## config.mk

```make
export PLATFORM = sky130hd
export DESIGN_NAME = bit_stuff_gray_psk_mapper_core
export DESIGN_NICKNAME = d
export VERILOG_FILES = /design/src/rtl/core/bsgp_pkg.sv /design/src/rtl/core/bsgp_stuffer.sv /design/src/rtl/core/bit_stuff_gray_psk_mapper_core.sv
export VERILOG_INCLUDE_DIRS = /design/src /design/src/rtl/core
export SDC_FILE = /design/constraint.sdc
export NUM_CORES = 1
export LEC_CHECK = 0
export ABC_AREA = 1
export BUFFER_PORTS_ARGS = -buffer_cell sky130_fd_sc_hd__buf_4
export CAP_MARGIN = 20
export CORE_ASPECT_RATIO = 1.1
export CORE_MARGIN = 1
export CORE_UTILIZATION = 45
export CTS_CLUSTER_DIAMETER = 150
export CTS_CLUSTER_SIZE = 10
export DETAILED_ROUTE_END_ITERATION = 6
export GPL_ROUTABILITY_DRIVEN = 0
export PLACE_DENSITY = 0.7
export SETUP_SLACK_MARGIN = 0.3
export SLEW_MARGIN = 20
export SYNTH_ARGS = -nofsm -noshare
export SYNTH_HDL_FRONTEND = slang
export SYNTH_HIERARCHICAL = 1
export SYNTH_SLANG_ARGS = --single-unit
export TNS_END_PERCENT = 30
```

## constraint.sdc

```tcl
create_clock -name clk -period 2.6 [get_ports clk]
set_input_delay 0.13 -clock clk [delete_from_list [all_inputs] [get_ports clk]]
set_output_delay 0.13 -clock clk [all_outputs]
set_load 0.05 [all_outputs]
```

## src/rtl/core/bit_stuff_gray_psk_mapper_core_assert.svh

```systemverilog
// Assertion macros for the bit stuffing Gray 32-PSK mapper.
// Included by the RTL modules that check their own logic; no dependencies.
`ifndef BIT_STUFF_GRAY_PSK_MAPPER_CORE_ASSERT_SVH
`define BIT_STUFF_GRAY_PSK_MAPPER_CORE_ASSERT_SVH

`ifndef SYNTH

// Check that the consequent holds in the same cycle as the antecedent.
`define BSGP_ASSERT_SAME(lbl, ante, cons, msg) \
  lbl: assert property (@(posedge clk) disable iff (rst) (ante) |-> (cons)) \
    else $error(msg);

// Check that the consequent holds in the cycle after the antecedent.
`define BSGP_ASSERT_NEXT(lbl, ante, cons, msg) \
  lbl: assert property (@(posedge clk) disable iff (rst) (ante) |=> (cons)) \
    else $error(msg);

`else

`define BSGP_ASSERT_SAME(lbl, ante, cons, msg)
`define BSGP_ASSERT_NEXT(lbl, ante, cons, msg)

`endif

`endif

```

## src/rtl/core/bsgp_pkg.sv

```systemverilog
// Shared types and constants for the bit stuffing Gray 32-PSK mapper.
// No dependencies; imported by bsgp_stuffer and the top level.
`default_nettype none

package bsgp_pkg;

  localparam int unsigned SymBits = 5;
  localparam int unsigned ByteBits = 8;

  typedef logic [SymBits-1:0] phase_t;

  typedef struct packed {
    logic   vld;
    phase_t phase;
    logic   padded;
  } sym_evt_t;

  typedef struct packed {
    phase_t phase;
    logic   padded;
  } sym_ent_t;

  function automatic phase_t gray_decode(input phase_t g);
    phase_t b;
    b[SymBits-1] = g[SymBits-1];
    for (int i = SymBits - 2; i >= 0; i--) begin
      b[i] = b[i+1] ^ g[i];
    end
    return b;
  endfunction

endpackage

`default_nettype wire

```

## src/rtl/core/bsgp_stuffer.sv

```systemverilog
// Bit-serial zero stuffer and 5-bit symbol assembler, one bit per cycle.
// Depends on bsgp_pkg and bit_stuff_gray_psk_mapper_core_assert.svh.
`default_nettype none

module bsgp_stuffer (
  input  wire logic                clk,
  input  wire logic                rst,
  input  wire logic                start,
  input  wire logic [7:0]          din,
  input  wire logic                last_in,
  output bsgp_pkg::sym_evt_t       evt,
  output logic                     done
);
  import bsgp_pkg::*;

  `include "bit_stuff_gray_psk_mapper_core_assert.svh"

  logic [7:0] shreg;
  logic [3:0] nbits;
  logic       stuff_pend;
  logic [2:0] run;
  logic [3:0] sym;
  logic [2:0] cnt;
  logic       last_r;
  logic       busy;
  logic       bit_in;

  assign bit_in = stuff_pend ? 1'b0 : shreg[7];

  always_ff @(posedge clk) begin
    if (rst) begin
      busy       <= 1'b0;
      stuff_pend <= 1'b0;
      run        <= '0;
      sym        <= '0;
      cnt        <= '0;
      evt        <= '0;
      done       <= 1'b0;
      last_r     <= 1'b0;
      nbits      <= '0;
    end else begin
      evt.vld <= 1'b0;
      done    <= 1'b0;
      if (start) begin
        shreg  <= din;
        nbits  <= 4'(ByteBits);
        last_r <= last_in;
        busy   <= 1'b1;
      end else if (busy) begin
        if (stuff_pend || nbits != 4'd0) begin
          // push one bit into the symbol
          if (cnt == 3'(SymBits - 1)) begin
            evt.vld    <= 1'b1;
            evt.phase  <= gray_decode({sym, bit_in});
            evt.padded <= 1'b0;
            sym        <= '0;
            cnt        <= '0;
          end else begin
            sym <= {sym[2:0], bit_in};
            cnt <= cnt + 3'd1;
          end
          if (stuff_pend) begin
            stuff_pend <= 1'b0;
          end else begin
            shreg <= {shreg[6:0], 1'b0};
            nbits <= nbits - 4'd1;
            if (bit_in) begin
              if (run == 3'(SymBits - 1)) begin
                run        <= '0;
                stuff_pend <= 1'b1;
              end else begin
                run <= run + 3'd1;
              end
            end else begin
              run <= '0;
            end
          end
        end else begin
          // close the byte; flush leftovers on the packet end
          if (last_r) begin
            if (cnt != 3'd0) begin
              evt.vld    <= 1'b1;
              evt.phase  <= gray_decode({1'b0, sym});
              evt.padded <= 1'b1;
            end
            sym <= '0;
            cnt <= '0;
            run <= '0;
          end
          done <= 1'b1;
          busy <= 1'b0;
        end
      end
    end
  end

  `BSGP_ASSERT_SAME(a_start_idle, start, !busy, "start while busy")
  `BSGP_ASSERT_SAME(a_cnt_range, 1'b1, cnt < 3'(SymBits), "symbol fill out of range")
  `BSGP_ASSERT_NEXT(a_stuff_after_run, busy && !stuff_pend && nbits != 4'd0 && bit_in
                    && run == 3'(SymBits - 1), stuff_pend, "missing stuffed zero")
  `BSGP_ASSERT_SAME(a_done_idle, done, !busy, "done while busy")

endmodule

`default_nettype wire

```

## src/rtl/core/bit_stuff_gray_psk_mapper_core.sv

```systemverilog
// Bit stuffer with Gray 32-PSK mapping: 8 to 10 stuffed bits plus a closing step per byte,
// then one result per cycle, while m_tready allows, out of a three-entry queue into m_tdata.
// The serial shift register moves one stuffed bit per cycle, and each byte drains one to three
// results; a new byte is accepted only in idle, once the results of the last have drained.
// Synchronous reset clears run, fill, queue and handshake state; no clearing pass.
`default_nettype none

module bit_stuff_gray_psk_mapper_core (
  input  wire logic       clk,
  input  wire logic       rst,
  input  wire logic       s_tvalid,
  output logic            s_tready,
  input  wire logic [7:0] s_tdata,   // [7:0] data_byte
  input  wire logic       s_tlast,   // last_byte
  output logic            m_tvalid,
  input  wire logic       m_tready,
  output logic [7:0]      m_tdata,   // [4:0] phase_index, [7:5] zero
  output logic            m_tuser,   // padded
  output logic            m_tlast    // last_of_item
);
  import bsgp_pkg::*;

  `include "bit_stuff_gray_psk_mapper_core_assert.svh"

  typedef enum logic [1:0] {
    ST_IDLE,
    ST_RUN,
    ST_DRAIN
  } state_t;

  state_t     state;
  sym_evt_t   evt;
  logic       done;
  logic       start;
  sym_ent_t   q [0:2];
  logic [1:0] qcount;
  logic       out_free;

  assign start    = s_tvalid && s_tready;
  assign out_free = !m_tvalid || m_tready;
  assign s_tready = (state == ST_IDLE);

  bsgp_stuffer u_stuffer (
    .clk     (clk),
    .rst     (rst),
    .start   (start),
    .din     (s_tdata),
    .last_in (s_tlast),
    .evt     (evt),
    .done    (done)
  );

  always_ff @(posedge clk) begin
    if (evt.vld) begin
      q[qcount] <= '{phase: evt.phase, padded: evt.padded};
    end else if (state == ST_DRAIN && out_free) begin
      q[0] <= q[1];
      q[1] <= q[2];
    end
  end

  always_ff @(posedge clk) begin
    if (rst) begin
      state    <= ST_IDLE;
      qcount   <= '0;
      m_tvalid <= 1'b0;
      m_tdata  <= '0;
      m_tuser  <= 1'b0;
      m_tlast  <= 1'b0;
    end else begin
      if (m_tvalid && m_tready) begin
        m_tvalid <= 1'b0;
      end
      case (state)
        ST_IDLE: begin
          if (start) begin
            state <= ST_RUN;
          end
        end
        ST_RUN: begin
          if (evt.vld) begin
            qcount <= qcount + 2'd1;
          end
          if (done) begin
            state <= ST_DRAIN;
          end
        end
        ST_DRAIN: begin
          if (out_free) begin
            m_tvalid <= 1'b1;
            m_tdata  <= {3'b000, q[0].phase};
            m_tuser  <= q[0].padded;
            m_tlast  <= (qcount == 2'd1);
            qcount   <= qcount - 2'd1;
            if (qcount == 2'd1) begin
              state <= ST_IDLE;
            end
          end
        end
        default: begin
          state <= ST_IDLE;
        end
      endcase
    end
  end

  `BSGP_ASSERT_SAME(a_idle_empty, s_tready, qcount == 2'd0, "queue not empty in idle")
  `BSGP_ASSERT_SAME(a_evt_run, evt.vld, state == ST_RUN, "symbol outside run phase")
  `BSGP_ASSERT_SAME(a_pad_last, m_tvalid && m_tuser, m_tlast, "padded symbol not last")
  `BSGP_ASSERT_NEXT(a_done_drain, done, state == ST_DRAIN && qcount != 2'd0,
                    "byte closed with no symbol")

endmodule

`default_nettype wire
```

==> results of run 1 <==
-- synth_stat cells (2+ instances only) --
library cell   n
nand2_1       98
inv_1         38
dfxtp_1       37
nand3_1       37
nor2_1        29
edfxtp_1      26
a21oi_1       23
o21ai_0       14
nand2_2       11
ha_1           9
inv_2          5
buf_4          4
clkbuf_1       4
nor2_2         4
nor2_4         3
o21ai_1        3
a21oi_2        2
a22oi_1        2
buf_6          2
nand2_4        2
nor3_1         2
-- power groups by stage --
stage	Clock [mW]	Sequential, mW	Combinational, mW
after floorplan	0	1.09	0.147
after global placement	0	1.09	0.189
after detailed placement	0	1.09	0.191
after CTS	0.965	1.07	0.194
after global routing	1.01	1.07	0.218
final	0.942	1.07	0.193
-- flip-flops by register name, indices dropped and copies added (netlist names) --
signal	cells
u_stuffer/shreg	8
u_stuffer/last_r	1
u_stuffer/done	1
state	2
m_tvalid	1
qcount	2
u_stuffer/run	3
m_tdata	5
u_stuffer/evt	7
u_stuffer/cnt	3
m_tuser	1
m_tlast	1
u_stuffer/nbits	4
q	18
u_stuffer/stuff_pend	1
u_stuffer/busy	1
u_stuffer/sym	4
-- logic make-up after synthesis --
family / Yosys count
AOI/OAI and AO/OA: 46
xor gates and xnor gates: 1
adders and majority gates: 9
buffers and inverters: 55
DFF: 63
other: 1
and+or+nand+nor: 187
-- metrics by stage --
step / hold WS, ps / cell area [sq um] / total power, mW / worst slack (ps) / cells
floorplan: 199 / 2980 / 1.24 / 374 / 364
global placement: 387 / 3180 / 1.28 / 663 / 456
detailed placement: 400 / 3180 / 1.28 / 612 / 456
CTS: 35.2 / 3410 / 2.23 / 599 / 472
global route: 53.1 / 3410 / 2.30 / 405 / 472
finish: 49.2 / 3410 / 2.21 / 599 / 472
-- worst register-to-register path: stages (launching register included) --
cell and delay (ps):
dfxtp_1 320, inv_1 90, ha_1 220, nand2_1 120, nor2_4 70, nor2_4 160, inv_1 80, a21oi_1 590
-- path summary, 6_finish.rpt --
path	from	to	slack [ps]	cells past startpoint
hold reg to reg	u_stuffer/done	state[1]	480	2
setup / recovery	u_stuffer/nbits[0]	u_stuffer/shreg[4]	600	7
setup reg to reg	u_stuffer/nbits[0]	u_stuffer/shreg[4]	600	7
hold / removal	s_tdata[0]	u_stuffer/shreg[0]	50	3
-- cell type report --
class                      instances  area [sq um]  area share [%]
sequential                        63          1520            44.7
multi-input combinational        246          1220            35.8
timing repair buffer              23           173            5.07
inverter                          44           170            5.00
clock buffer                       9           124            3.64
tap                               80           100            2.94
clock inverter                     7          97.6            2.87
-- routing by layer --
layer | track usage (%) | vias up
li1 | - | 1209
met1 | 18.7 | 1036
met2 | 30.6 | 33
met3 | 4.50 | 9
met4 | 10.9 | 0
met5 | 0 | -
==> flow_metrics.py, run 1 <==
metrics = {
    "finish": {
        "layout_common_cells": "nand2_1 (98), inv_1 (38), nand3_1 (37), dfxtp_1 (37), nor2_1 (28)",
        "layout_commonest_cell": "nand2_1",
        "drive_above_1_share_pct": 17.6,
        "final_util_pct": 54.3,
        "diodes": 0,
        "nets": 409,
        "syn2layout_area_growth_pct": 14.5,
        "final.fill_count": 568,
    },
    "worst_setup_path": {
        "critPathSlowestCell": "a21oi_1",
        "crit_chain": "inv_1 > ha_1 > nand2_1 > nor2_4 > nor2_4 > inv_1 > a21oi_1",
        "crit_buf_inv": 2,
        "cpPeakStageDelay_ps": 590,
        "critical_path_arrival_ps": 1980,
        "cp-start-kind": "flip-flop",
        "worstSetupPathType": "flip-flop to flip-flop",
        "critPathRequiredTime_ps": 2570,
        "crit_path_end_kind": "flip-flop",
        "cp_top_family": "compound AO/OA/AOI/OAI gates",
        "cp_max_fo": 8,
    },
    "sta": {
        "setup-violations-final": 0,
        "period_needed_ps": 2000,
        "skew_ps": 5.11,
        "tightest_slew_ps": 855,
        "fmaxAchievable_mhz": 500,
        "hold_viol": 0,
        "slew_headroom_pct": 42.4,
        "setup-tns-final_ps": 0,
        "rsz0062_at_grt": "false",
        "slew_viol_final": 0,
        "finalCritPeriodShare_pct": 77.0,
    },
    "floorplanning": {
        "start_util_pct": 47.4,
        "core_sq_um": 6270,
        "row_count": 30,
        "die_h_microns": 87.3,
        "io_pins": 25,
        "die_w_microns": 79.5,
        "dieArea_sq_um": 6940,
    },
    "cts": {
        "clkSlewWorstSetupHoldPaths_ps": 70,
        "cts_buffers": 9,
        "clock_sinks": 63,
        "cts_tree": "built",
        "post_cts_buffers": 0,
        "root_buffer": "clkbuf_8",
        "clockBufferDepth": 2,
        "clk_latency_ps": 340,
        "h-tree-depth": 3,
        "ctsResizeCount": 0,
        "ctsHoldBuffers": 0,
    },
    "synthesis": {
        "synthCells": 362,
        "synthArstFlopShare_pct": 0,
        "synthXorXnorAreaFrac_pct": 0.294,
        "synth-simple-area-share_pct": 27.9,
        "synth_fa_ha_area_share_pct": 3.79,
        "synthMuxAreaShare_pct": 0,
        "yosysTopAreaCell": "edfxtp_1",
        "ys_types": 28,
        "synth_seq_cells": 63,
        "yosysSeqAreaShare_pct": 51.2,
        "yosysWarnings": 6,
        "syn_area_sq_um": 2970,
        "synth_top_area_share_pct": 26.3,
        "synth_top_family_by_area": "simple AND/OR/NAND/NOR gates",
        "synth_compound_area_share_pct": 8.62,
        "synth_flop_cell": "dfxtp_1",
        "synth_area_leaders": "edfxtp_1 (26%), dfxtp_1 (25%), nand2_1 (12%)",
        "synth_edf_count": 26,
        "avgSynthCellArea_sq_um": 8.22,
    },
    "hold_path": {
        "hold_class": "input pin to flip-flop",
    },
    "grt": {
        "grt_pass1_vias": 2141,
        "grt_usage_pct": 17.5,
        "grt_start_max_net_pins": 21,
        "overflow": 0,
        "grt_pass1_wl_microns": 9140,
        "antenna_found_initial": 0,
    },
    "route": {
        "via_count": 2287,
        "drc_errors": 0,
        "wl_met3_microns": 193,
        "wl_met1_microns": 2310,
        "antenna_left": 0,
        "first_pass_iters": 4,
        "dr.max_layer_used": "met4",
        "totalWireLength_microns": 5270,
        "drt_iter0_markers": 82,
        "post_drt_wl_per_cell_microns": 11.2,
        "wl_met2_microns": 2660,
        "drt-vias-per-instance": 4.85,
    },
    "pwr": {
        "pwr-share-clk_pct": 42.7,
        "leakagePower_nw": 1.48,
        "switching_share_pct": 25.1,
        "pwr-share-seq_pct": 48.5,
        "peakVddDrop_mv": 0.398,
        "p_int_mw": 1.65,
        "combPwrFrac_pct": 8.7,
        "power_switching_mw": 0.553,
        "power_density_nw_per_um2": 648,
    },
    "flow_run": {
        "drv_cap": 0,
    },
    "place": {
        "dp_hpwl_microns": 3720,
        "portBuffers": 21,
    },
    "run_status": {
        "status": "finished, final reports clean",
    },
}
Power figures use the tool's default switching activity.
==> inputs of run 2 (changes only) <==
- PLACE_DENSITY: 0.7 -> 0.72
- clock period: 2.6 -> 1.8 ns (I/O delays scaled with it)
==> run 2 against run 1 <==
Against the previous run:
- via count rose by 4.9%
- clock skew shrank 1.7 ps
- maximum frequency rose by 34%
- highest routed layer unchanged
==> flow_metrics.py, run 2 (synthesis gave the netlist of run 1 again) <==
metrics = {
    "finish": {
        "diodes": 0,
        "layout_commonest_cell": "nand2_1",
        "nets": 426,
        "ff_latch_area_sq_um": 1530,
        "drive_above_1_share_pct": 26.2,
        "reg.largest.list": "q (18), u_stuffer/shreg (8), u_stuffer/evt (7)",
        "final_util_pct": 58.4,
        "syn2layout_area_growth_pct": 23.1,
        "largest_reg_flops": 18,
        "layout_common_cells": "nand2_1 (91), buf_4 (37), nand3_1 (36), inv_1 (33), dfxtp_1 (30)",
        "final.fill_count": 561,
        "multiInputGateArea_sq_um": 1310,
        "top_register": "q",
    },
    "worst_setup_path": {
        "worstSetupPathType": "flip-flop to flip-flop",
        "cp_top_family": "compound AO/OA/AOI/OAI gates",
        "critPathRequiredTime_ps": 2070,
        "cpPeakStageDelay_ps": 330,
        "crit_path_end_kind": "flip-flop",
        "critical_path_arrival_ps": 1760,
        "cp-start-kind": "flip-flop",
        "crit_chain": "inv_2 > ha_4 > inv_2 > nor2_4 > nand2_4 > o21ai_4 > inv_2 > nand2_4 > nand2_2 > a21oi_2",
        "cpMostUsedCell": "inv_2",
        "cp_max_fo": 7,
        "crit_buf_inv": 3,
        "critPathSlowestCell": "dfxtp_2",
    },
    "grt": {
        "grt_pass1_wl_microns": 9040,
        "grt_start_max_net_pins": 21,
        "antenna_found_initial": 0,
        "overflow": 0,
        "grt_pass1_vias": 2148,
        "grt_usage_pct": 17.2,
    },
    "sta": {
        "slew_viol_final": 0,
        "slew_headroom_pct": 64.7,
        "worst_slack_ps": 311,
        "hold_viol": 0,
        "setup-tns-final_ps": 0,
        "setup-violations-final": 0,
        "fmaxAchievable_mhz": 672,
        "finalCritPeriodShare_pct": 82.7,
        "tightest_slew_ps": 526,
        "period_needed_ps": 1490,
        "skew_ps": 3.44,
        "rsz0062_at_grt": "true",
    },
    "pwr": {
        "peakVddDrop_mv": 0.588,
        "pwr-share-clk_pct": 43.0,
        "power_switching_mw": 0.794,
        "pwr-share-seq_pct": 46.1,
        "leakagePower_nw": 1.60,
        "combPwrFrac_pct": 10.9,
        "switching_share_pct": 23.6,
        "p_int_mw": 2.57,
        "power_density_nw_per_um2": 920,
    },
    "route": {
        "drt-vias-per-instance": 4.91,
        "first_pass_iters": 4,
        "wl_met2_microns": 2970,
        "drt_iter0_markers": 100,
        "drc_errors": 0,
        "wl_met3_microns": 174,
        "wl_met1_microns": 2310,
        "via_count": 2400,
        "dr.max_layer_used": "met4",
        "antenna_left": 0,
        "post_drt_wl_per_cell_microns": 11.4,
        "totalWireLength_microns": 5570,
    },
    "cts": {
        "h-tree-depth": 3,
        "clk_latency_ps": 330,
        "cts_buffers": 9,
        "clock_sinks": 63,
        "cts_tree": "built",
        "clockBufferDepth": 2,
        "root_buffer": "clkbuf_8",
        "clkSlewWorstSetupHoldPaths_ps": 70,
    },
    "floorplanning": {
        "io_pins": 25,
        "die_w_microns": 79.5,
        "dieArea_sq_um": 6940,
        "core_sq_um": 6270,
        "row_count": 30,
        "start_util_pct": 47.4,
        "die_h_microns": 87.3,
    },
    "place": {
        "place_ws_ps": 99.1,
        "dp_hpwl_microns": 3810,
        "portBuffers": 21,
    },
    "hold_path": {
        "hold_class": "input pin to flip-flop",
    },
    "run_status": {
        "status": "finished, final reports clean",
    },
    "flow_run": {
        "drv_cap": 0,
    },
}
## run 2: cell types whose count changed in the layout (fill, tap and decap cells not counted), moves of 2 or more
| cell | change |
|---|---|
| dfxtp_2 | +7 |
| nand2_4 | +3 |
| clkinv_4 | -2 |
| buf_6 | +2 |
| nand2_1 | -7 |
| dfxtp_1 | -7 |
| nor2_2 | -3 |
| buf_4 | +14 |
| inv_2 | +4 |
| o21ai_1 | +3 |
| inv_1 | -5 |
| nand2_2 | +4 |
| nor2_4 | +4 |
| o21ai_0 | -3 |
## run 2: timing repair
| action | 4_1_cts | 5_1_grt |
|---|---|---|
| resized for setup | 4 | 22 |
| endpoints found under the hold margin | 1 | 0 |
| gates cloned | 0 | 0 |
| pin swaps | 2 | 9 |
| endpoints found under the setup margin | 21 | 36 |
| hold buffers | 1 | 0 |
| buffers inserted | 1 | 10 |
## run 2: final cells by class
cell class	instances	area share, %
tap	80	2.74
timing repair buffer	40	8.48
clock buffer	9	3.38
inverter	44	4.72
clock inverter	7	3.04
sequential	63	41.8
multi-input combinational	246	35.8
## run 2: worst paths after layout
kind | startpoint | slack [ps] | endpoint | cells past startpoint
setup reg to reg | u_stuffer/nbits[1] | 310 | u_stuffer/run[1] | 10
hold reg to reg | u_stuffer/cnt[0] | 470 | u_stuffer/cnt[0] | 1
hold / removal | s_tdata[5] | 20 | u_stuffer/shreg[5] | 3
setup / recovery | u_stuffer/nbits[1] | 310 | u_stuffer/run[1] | 10
## run 2: layer usage
metal	GRT usage [%]	vias up
met5	0	-
met4	11.1	0
met3	4.19	12
met2	30.4	57
met1	18.2	1081
li1	-	1250
## run 2: metrics by stage
step | hold WS, ps | instances | area [sq um] | power (mW)
floorplan | 152 | 364 | 3040 | 1.81
global placement | 345 | 461 | 3270 | 1.87
CTS | 8.83 | 479 | 3530 | 3.34
global route | 23.6 | 489 | 3660 | 3.51
detailed placement | 353 | 461 | 3270 | 1.88
finish | 22.2 | 489 | 3660 | 3.37
## run 2: worst register-to-register path: cells and delay by family, from the launching register on
family          cells  cell delay [ps]
compound gates      2              380
buf+inv             3              210
flops               1              330
simple gates        4              370
fa+ha+maj           1              140
## run 2: power groups by stage
| stage | logic, mW | registers [mW] | clock network (mW) |
|---|---|---|---|
| global placement | 0.292 | 1.58 | 0 |
| finish | 0.367 | 1.55 | 1.45 |
| floorplan | 0.229 | 1.58 | 0 |
| detailed placement | 0.299 | 1.58 | 0 |
| global route | 0.402 | 1.56 | 1.55 |
| CTS | 0.307 | 1.55 | 1.49 |
==> inputs of run 3 (changes only) <==
- ABC_AREA: 1 -> 0
- PLACE_DENSITY: 0.72 -> 0.7
- clock period: 1.8 -> 1.4 ns (I/O delays scaled with it)
==> run 3 against run 2 <==
Against the previous run:
- the run now ends with negative setup slack left
- final area grew 4.5%
- setup slack lost 630 ps
- global-route usage grew 1.8 points
- clock power grew 20%
- clock-buffer cell count is the same
- cell count shrank 19%
==> flow_metrics.py, run 3 <==
metrics = {
    "run_status": {
        "status": "complete, but fails checks",
        "violations": "negative setup slack",
    },
    "sta": {
        "fmaxAchievable_mhz": 581,
        "setup-violations-final": 44,
        "slew_viol_final": 0,
        "rsz0062_at_grt": "true",
        "skew_ps": 13.3,
        "hold_viol": 0,
        "finalCritPeriodShare_pct": 123,
        "period_needed_ps": 1720,
        "worst_slack_ps": -321,
    },
    "synthesis": {
        "synthMostInstantiatedCell": "nor2_1",
        "synth_seq_cells": 63,
        "avgSynthCellArea_sq_um": 11.4,
        "yosysSeqAreaShare_pct": 53.3,
        "synth_area_leaders": "edfxtp_1 (27%), dfxtp_1 (26%), nor2_1 (5.0%)",
        "ys_types": 47,
        "synth_top_area_share_pct": 27.3,
        "synth_edf_count": 26,
        "synthCells": 251,
        "synthArstFlopShare_pct": 0,
        "synth_flop_cell": "dfxtp_1",
        "syn_area_sq_um": 2860,
        "yosysTopAreaCell": "edfxtp_1",
        "yosys-top-cells-count": "nor2_1 (38), dfxtp_1 (37), edfxtp_1 (26)",
        "yosysWarnings": 6,
    },
    "cts": {
        "cts_buffers": 9,
        "clk_latency_ps": 340,
        "h-tree-depth": 3,
        "cts_tree": "built",
        "clkSlewWorstSetupHoldPaths_ps": 70,
        "clock_sinks": 63,
        "root_buffer": "clkbuf_8",
        "clockBufferDepth": 2,
    },
    "finish": {
        "largest_reg_flops": 18,
        "multiInputGateArea_sq_um": 1420,
        "nets": 335,
        "drive_above_1_share_pct": 44.3,
        "layout_common_cells": "buf_4 (59), nor2_1 (34), dfxtp_1 (31), edfxtp_1 (26), mux2_4 (14)",
        "top_register": "q",
        "syn2layout_area_growth_pct": 34.0,
        "layout_commonest_cell": "buf_4",
        "reg.largest.list": "q (18), u_stuffer/shreg (8), u_stuffer/evt (7)",
        "diodes": 0,
        "final_cells": 398,
        "final_util_pct": 62.1,
        "final.fill_count": 513,
        "ff_latch_area_sq_um": 1530,
    },
    "pwr": {
        "leakagePower_nw": 1.45,
        "peakVddDrop_mv": 0.666,
        "power_density_nw_per_um2": 1090,
    },
    "grt": {
        "use_met1_pct": 22.0,
        "use_met3_pct": 5.11,
        "grt_usage_pct": 19.0,
        "antenna_found_initial": 0,
        "grt_pass1_wl_microns": 9600,
        "grt_util_met2_pct": 32.3,
        "grt_pass1_vias": 2103,
        "grt_start_max_net_pins": 39,
        "overflow": 0,
        "busiest_layer": "met2",
    },
    "floorplanning": {
        "row_count": 30,
        "die_h_microns": 85.5,
        "io_pins": 25,
        "start_util_pct": 46.4,
        "dieArea_sq_um": 6670,
        "die_w_microns": 78.0,
        "core_sq_um": 6160,
    },
    "route": {
        "drt_iter0_markers": 92,
        "post_drt_wl_per_cell_microns": 14.1,
        "first_pass_iters": 4,
        "drc_errors": 0,
        "drt-vias-per-instance": 5.10,
        "totalWireLength_microns": 5620,
        "via_count": 2031,
        "antenna_left": 0,
    },
    "hold_path": {
        "hold_class": "input pin to flip-flop",
    },
    "place": {
        "place_ws_ps": -311,
        "portBuffers": 21,
        "dp_hpwl_microns": 3810,
        "place_inst": 375,
    },
    "worst_setup_path": {
        "cp_max_fo": 6,
        "critPathRequiredTime_ps": 1620,
        "cp-start-kind": "flip-flop",
        "worstSetupPathType": "flip-flop to flip-flop",
        "crit_path_end_kind": "flip-flop",
        "critical_path_arrival_ps": 1940,
    },
    "flow_run": {
        "drv_cap": 0,
    },
}
-- run 3: cell types whose count changed after synthesis, sizes merged, moves of 6 or more --
cell	previous run	this run
nand2	111	8
inv	43	10
nand3	37	4
mux2	0	19
a21oi	25	10
mux2i	0	8
o21ai	18	10
a22oi	2	8
-- run 3: worst paths after layout --
check                                         from          endpoint  slack (ps)  cells after the start
worst min register to register      u_stuffer/done          state[0]         460                      1
worst max register to register  u_stuffer/nbits[1]  u_stuffer/evt[2]        -320                      7
worst min-delay path                      s_tvalid          state[0]          30                      3
worst max-delay path            u_stuffer/nbits[1]  u_stuffer/evt[2]        -320                      7
-- run 3: critical path, stage by stage (launching register included) --
cell,delay (ps)
dfxtp_2,330
inv_2,80
ha_4,140
or4b_4,500
and3_4,250
o2bb2ai_2,120
a22oi_1,130
nor2_1,50
-- run 3: layout make-up --
type / instances / area share (%)
clock buffers: 9 / 3.24
clock inverters: 7 / 2.55
inverters: 10 / 0.981
multi-input cells: 166 / 37.2
flip-flops and latches: 63 / 40.1
well taps: 80 / 2.62
repair buffers: 63 / 13.3
-- run 3: per-stage QoR --
| step | power [mW] | area [sq um] | setup TNS [ps] | hold slack [ps] |
|---|---|---|---|---|
| 2_1_floorplan | 2.27 | 3000 | -16520 | 143 |
| 3_3_place_gp | 2.38 | 3410 | -5750 | 317 |
| 3_5_place_dp | 2.39 | 3410 | -7470 | 329 |
| 4_1_cts | 4.17 | 3750 | -7370 | 8.62 |
| 5_1_grt | 4.33 | 3820 | -10370 | 15.1 |
| 6_report | 4.15 | 3820 | -7060 | 26.2 |
-- run 3: report_power, final --
part	switching [mW]	leakage, nW	internal, mW
logic	0.213	0.812	0.226
registers	0.0286	0.534	1.94
clock network	0.737	0.105	1.00
-- run 3: what timing repair did --
| action | in CTS | in global routing |
|---|---|---|
| setup endpoints to repair | 82 | 76 |
| gates resized for setup | 20 | 16 |
| hold buffers | 1 | 0 |
| setup buffers | 5 | 1 |
| endpoints found under the hold margin | 1 | 0 |
| pin swaps | 6 | 7 |
-- run 3: per-layer routing --
metal  share of wire [%]  wire length, microns  up-vias
li1                    -                     -     1008
met5                   0                     0        -
met3                 3.5                   195        9
met4                 1.8                   103        0
met1                  43                  2390      984
met2                  52                  2930       30
-- run 3: logic make-up (layout without fill, tap and decap cells) --
family	after synthesis	in the layout	synth area share (%)
AND/OR/NAND/NOR	77	77	13.6
adder cells (fa/ha/maj)	9	9	3.94
XOR/XNOR	8	8	2.94
AO/OA/AOI/OAI	42	42	10.3
flip-flops	63	63	53.3
other	1	3	0.131
buffers and inverters	24	89	4.43
multiplexers	27	27	11.4
